[src/rtl/core/hsdu_pkg.sv]
package hsdu_pkg;

    // Table geometry
    localparam int INDEX_BITS  = 16;
    localparam int TABLE_DEPTH = 1 << INDEX_BITS;

    // Datapath widths
    localparam int WGT_W  = 32;           // Q8.24 weight, feature and scale words
    localparam int SUM_W  = 48;           // Q24.24 running sum and result
    localparam int MUL_W  = 33;           // signed operand width of the shared multiplier
    localparam int PROD_W = 2 * MUL_W;    // registered product width
    localparam int FRAC_W = 24;           // fraction bits dropped by the product shift (w_prod_sh)
    localparam int ACC_W  = PROD_W - FRAC_W;

    localparam logic [SUM_W-1:0] SUM_MAX = {1'b0, {(SUM_W-1){1'b1}}};
    localparam logic [SUM_W-1:0] SUM_MIN = {1'b1, {(SUM_W-1){1'b0}}};
    localparam logic [WGT_W-1:0] WGT_MAX = {1'b0, {(WGT_W-1){1'b1}}};
    localparam logic [WGT_W-1:0] WGT_MIN = {1'b1, {(WGT_W-1){1'b0}}};

    // Request modes
    localparam logic [1:0] MODE_ACCUM  = 2'd0;
    localparam logic [1:0] MODE_UPDATE = 2'd1;
    localparam logic [1:0] MODE_WRITE  = 2'd2;
    localparam logic [1:0] MODE_READ   = 2'd3;

    // Configuration register indexes
    localparam logic [1:0] CFG_INDEX_MASK = 2'd0;
    localparam logic [1:0] CFG_DECAY      = 2'd1;
    localparam logic [1:0] CFG_QUAD_MULT  = 2'd2;

    // Configuration reset values
    localparam logic [15:0] RST_INDEX_MASK = 16'hFFFF;
    localparam logic [24:0] RST_DECAY      = 25'h100_0000;
    localparam logic [31:0] RST_QUAD_MULT  = 32'd27942141;

    // Result kinds
    localparam logic KIND_PREDICT = 1'b0;
    localparam logic KIND_WEIGHT  = 1'b1;

    // Weight table access from the sequencer
    typedef struct packed {
        logic                  we;
        logic [INDEX_BITS-1:0] waddr;
        logic [WGT_W-1:0]      wdata;
        logic                  re;
        logic [INDEX_BITS-1:0] raddr;
    } t_tab_req;

endpackage

[src/rtl/core/hsdu_mul.sv]
module hsdu_mul (
    input  logic                                i_clk,
    input  logic signed [hsdu_pkg::MUL_W-1:0]  i_a,
    input  logic signed [hsdu_pkg::MUL_W-1:0]  i_b,
    output logic signed [hsdu_pkg::PROD_W-1:0] o_prod
);
    import hsdu_pkg::*;

    logic signed [PROD_W-1:0] r_prod;

    // Shared signed multiplier, product registered every cycle
    always_ff @(posedge i_clk) begin
        r_prod <= i_a * i_b;
    end

    assign o_prod = r_prod;

endmodule

[config.mk]
export PLATFORM = sky130hd
export DESIGN_NAME = hsdu_mul
export DESIGN_NICKNAME = d
export VERILOG_FILES = /design/src/rtl/core/hsdu_pkg.sv /design/src/rtl/core/hsdu_mul.sv
export SDC_FILE = /design/constraint.sdc
export NUM_CORES = 2
export LEC_CHECK = 0
export BUFFER_PORTS_ARGS = -buffer_cell sky130_fd_sc_hd__buf_2
export CAP_MARGIN = 20
export CORE_ASPECT_RATIO = 0.7
export CORE_UTILIZATION = 45
export CTS_BUF_LIST = sky130_fd_sc_hd__clkbuf_4 sky130_fd_sc_hd__clkbuf_8
export CTS_CLUSTER_DIAMETER = 30
export DETAILED_ROUTE_END_ITERATION = 10
export HOLD_SLACK_MARGIN = 0.15
export PLACE_DENSITY_LB_ADDON = 0.2
export SLEW_MARGIN = 20
export SYNTH_ARGS = -nofsm -noshare
export SYNTH_HDL_FRONTEND = slang
export SYNTH_SLANG_ARGS = --single-unit
[constraint.sdc]
create_clock -name i_clk -period 10.64 [get_ports i_clk]
set_clock_uncertainty 0.05 [all_clocks]
set_input_delay 1.596 -clock i_clk [delete_from_list [all_inputs] [get_ports i_clk]]
set_output_delay 1.596 -clock i_clk [all_outputs]
set_load 0.02 [all_outputs]
==> out/summary.txt <==
Synth cell types: 80
Core box area: 88800 µm²
Crit path kind: input port to flip-flop
Post-synthesis cell area: 40700 µm²
Final Wtd Congestion: 0.907
CTS Root Cell: clkbuf_8
Peak Freq: 109 MHz
H-Tree Depth: 3
Slew Limit Fails: 0
Net Count, Synth: 5767
CTS tree: yes
Seq/Total Area, Yosys: 3.24%
Total number of vias: 28100
Fraction of layout cells with a size suffix above 1: 5.05%
Layout fillers: 8527
Number of flip-flops in the largest register: 66
Post-CTS setup buffer count: 0
Antenna violations before repair: 5
Vias in the first global route: 29900
Pin count of the biggest net entering global routing: 34
Final HPWL DP: 100 mm
CTS Buf Count: 9
Crit share post-route: 86.5%
Die ar.: 91700 µm²
Gates resized, CTS repair: 0
CP endpoint kind: flip-flop
CP arrival: 9.43 ns
Port Buf Inserts: 132
Synth async-reset ratio: 0%
Setup TNS: 0 ns
Wire length per cell: 21.8 µm
CP Data Required Time: 10.87 ns
Setup-failing EPs final: 0
Least-Margin Pin Slew: 0.947 ns
Clock sinks: 66
Syn_area_per_cell: 9.39 µm²
Commonest non-fill, non-tap cell in the layout: fa_1
Synth Register Bits: 66
HP Class: input port to flip-flop
Relative slew slack: 36.9%
Yosys warning count: 0
Hold Fails Final Rpt: 0
CP Launch Type: input port
Die W: 362 µm
MaxCap Viol Count: 0
Mapped Cells: 4338
Post-layout nets: 5718
Min Clock Period, post-route: 9.20 ns
Ys flop type: dfxtp_1
Io pins: 133
Outcome: finished clean
Final ANT Viol Nets: 0
First-pass GRT wire length: 190 mm
Routed Wire Length: 119 mm
Gr ovfl total: 0
CTS max path bufs: 2
Most frequent cells in the layout: 1143 x fa_1, 1130 x inv_1, 562 x and2_1
Drt first pass iters: 6
CP max FO: 33
First DRT Iteration DRCs: 2486
# hold bufs at CTS: 0
RSZ-0062 raised after global routing: no
Row Count: 91
Drc violations: 0
Worst-path clk slew: 0.10 ns
Area delta synth->final: 4.13%
EDFF count, synth: 0
Starting Density: 45.9%
Via density: 5.14
Die Height: 254 µm
Total GRT Usage: 27.8%
==> cell families (layout without fill, tap and decap cells) <==
logic type,count (synthesis),in the layout,synth area share (%)
fa+ha+maj,1362,1362,62.9
flops,66,66,3.24
compound gates,219,219,4.07
buf+inv,1352,1308,12.5
other cells,0,5,0
xor+xnor,68,68,1.46
simple gates,1271,1271,15.8
==> stage by stage <==
step / hold WS, ns / setup WS [ns] / std cells / util, % / instance area (µm²)
2_1_floorplan: 1.67 / 1.76 / 4338 / - / 40700
3_3_place_gp: 1.96 / 1.02 / 5440 / 47.5 / 42200
3_5_place_dp: 1.96 / 1.03 / 5440 / 47.5 / 42200
4_1_cts: 1.81 / 1.39 / 5456 / 47.7 / 42400
5_1_grt: 1.84 / 1.08 / 5458 / 47.8 / 42400
6_report: 1.86 / 1.44 / 5461 / 47.8 / 42400
==> routing by layer <==
layer  wire (µm)  vias to the layer above  track usage (%)
met5          11                        -                0
met4        1020                        4             3.15
met3       15900                       67             10.4
met2       42000                     1223             33.2
met1       60200                    14500             46.6
li1            -                    12200                -
==> synth_stat cells (4+ instances only) <==
cell type     n  area, µm²
nor2_1       68        255
fa_1       1145      22900
o21ai_1       6       30.0
nand2_1     551       2070
nor2b_1       5       31.3
nor3_1        7       35.0
inv_1      1131       4250
and4_1        5       43.8
o21bai_1     11       82.6
nand3_1      25        125
a211oi_1      7       52.6
dfxtp_1      66       1320
o21a_1        6       45.0
and2_1      562       3520
nand2b_1     12       75.1
clkbuf_1    208        781
o211ai_1      4       30.0
a31oi_1       8       50.1
nand4_1      11       68.8
and3_1        5       31.3
a211o_1       6       52.6
a21o_1       36        270
ha_1        217       2720
xnor2_1      43        377
a21oi_1      57        285
buf_2        11       55.1
o21ai_0      25        125
xor2_1       25        219
==> final timing paths <==
| check | start | end | cells past startpoint |
|---|---|---|---|
| setup / recovery | i_a[7] | o_prod[58] | 24 |
| hold / removal | i_b[0] | o_prod[0] | 3 |
==> layout make-up <==
cell class,instances,area [µm²],area share [%]
well taps,1162,1450,3.43
clock buffers,9,124,0.292
clock inverters,7,61.3,0.145
multi-input cells,2920,34300,80.9
inverters,1131,4250,10.0
diodes,5,12.5,0.0295
flip-flops and latches,66,1320,3.11
repair buffers,161,878,2.07
==> critical path, cell delays in order <==
cell      delay (ns)
buf_2           0.70
nand2_1         0.20
fa_1            0.58
inv_1           0.06
fa_1            0.52
inv_1           0.06
fa_1            0.53
inv_1           0.05
fa_1            0.50
fa_1            0.63
fa_1            0.56
fa_1            0.52
inv_1           0.05
fa_1            0.50
inv_1           0.05
ha_1            0.36
a21oi_1         0.31
o21ai_0         0.18
a22oi_1         0.49
nor2_1          0.14
a211oi_4        0.35
a21oi_2         0.12
nor4b_2         0.26
a311oi_1        0.07
Power is not shown: default switching activity piles up to over one toggle a cycle in this logic, so the estimate is an artifact.
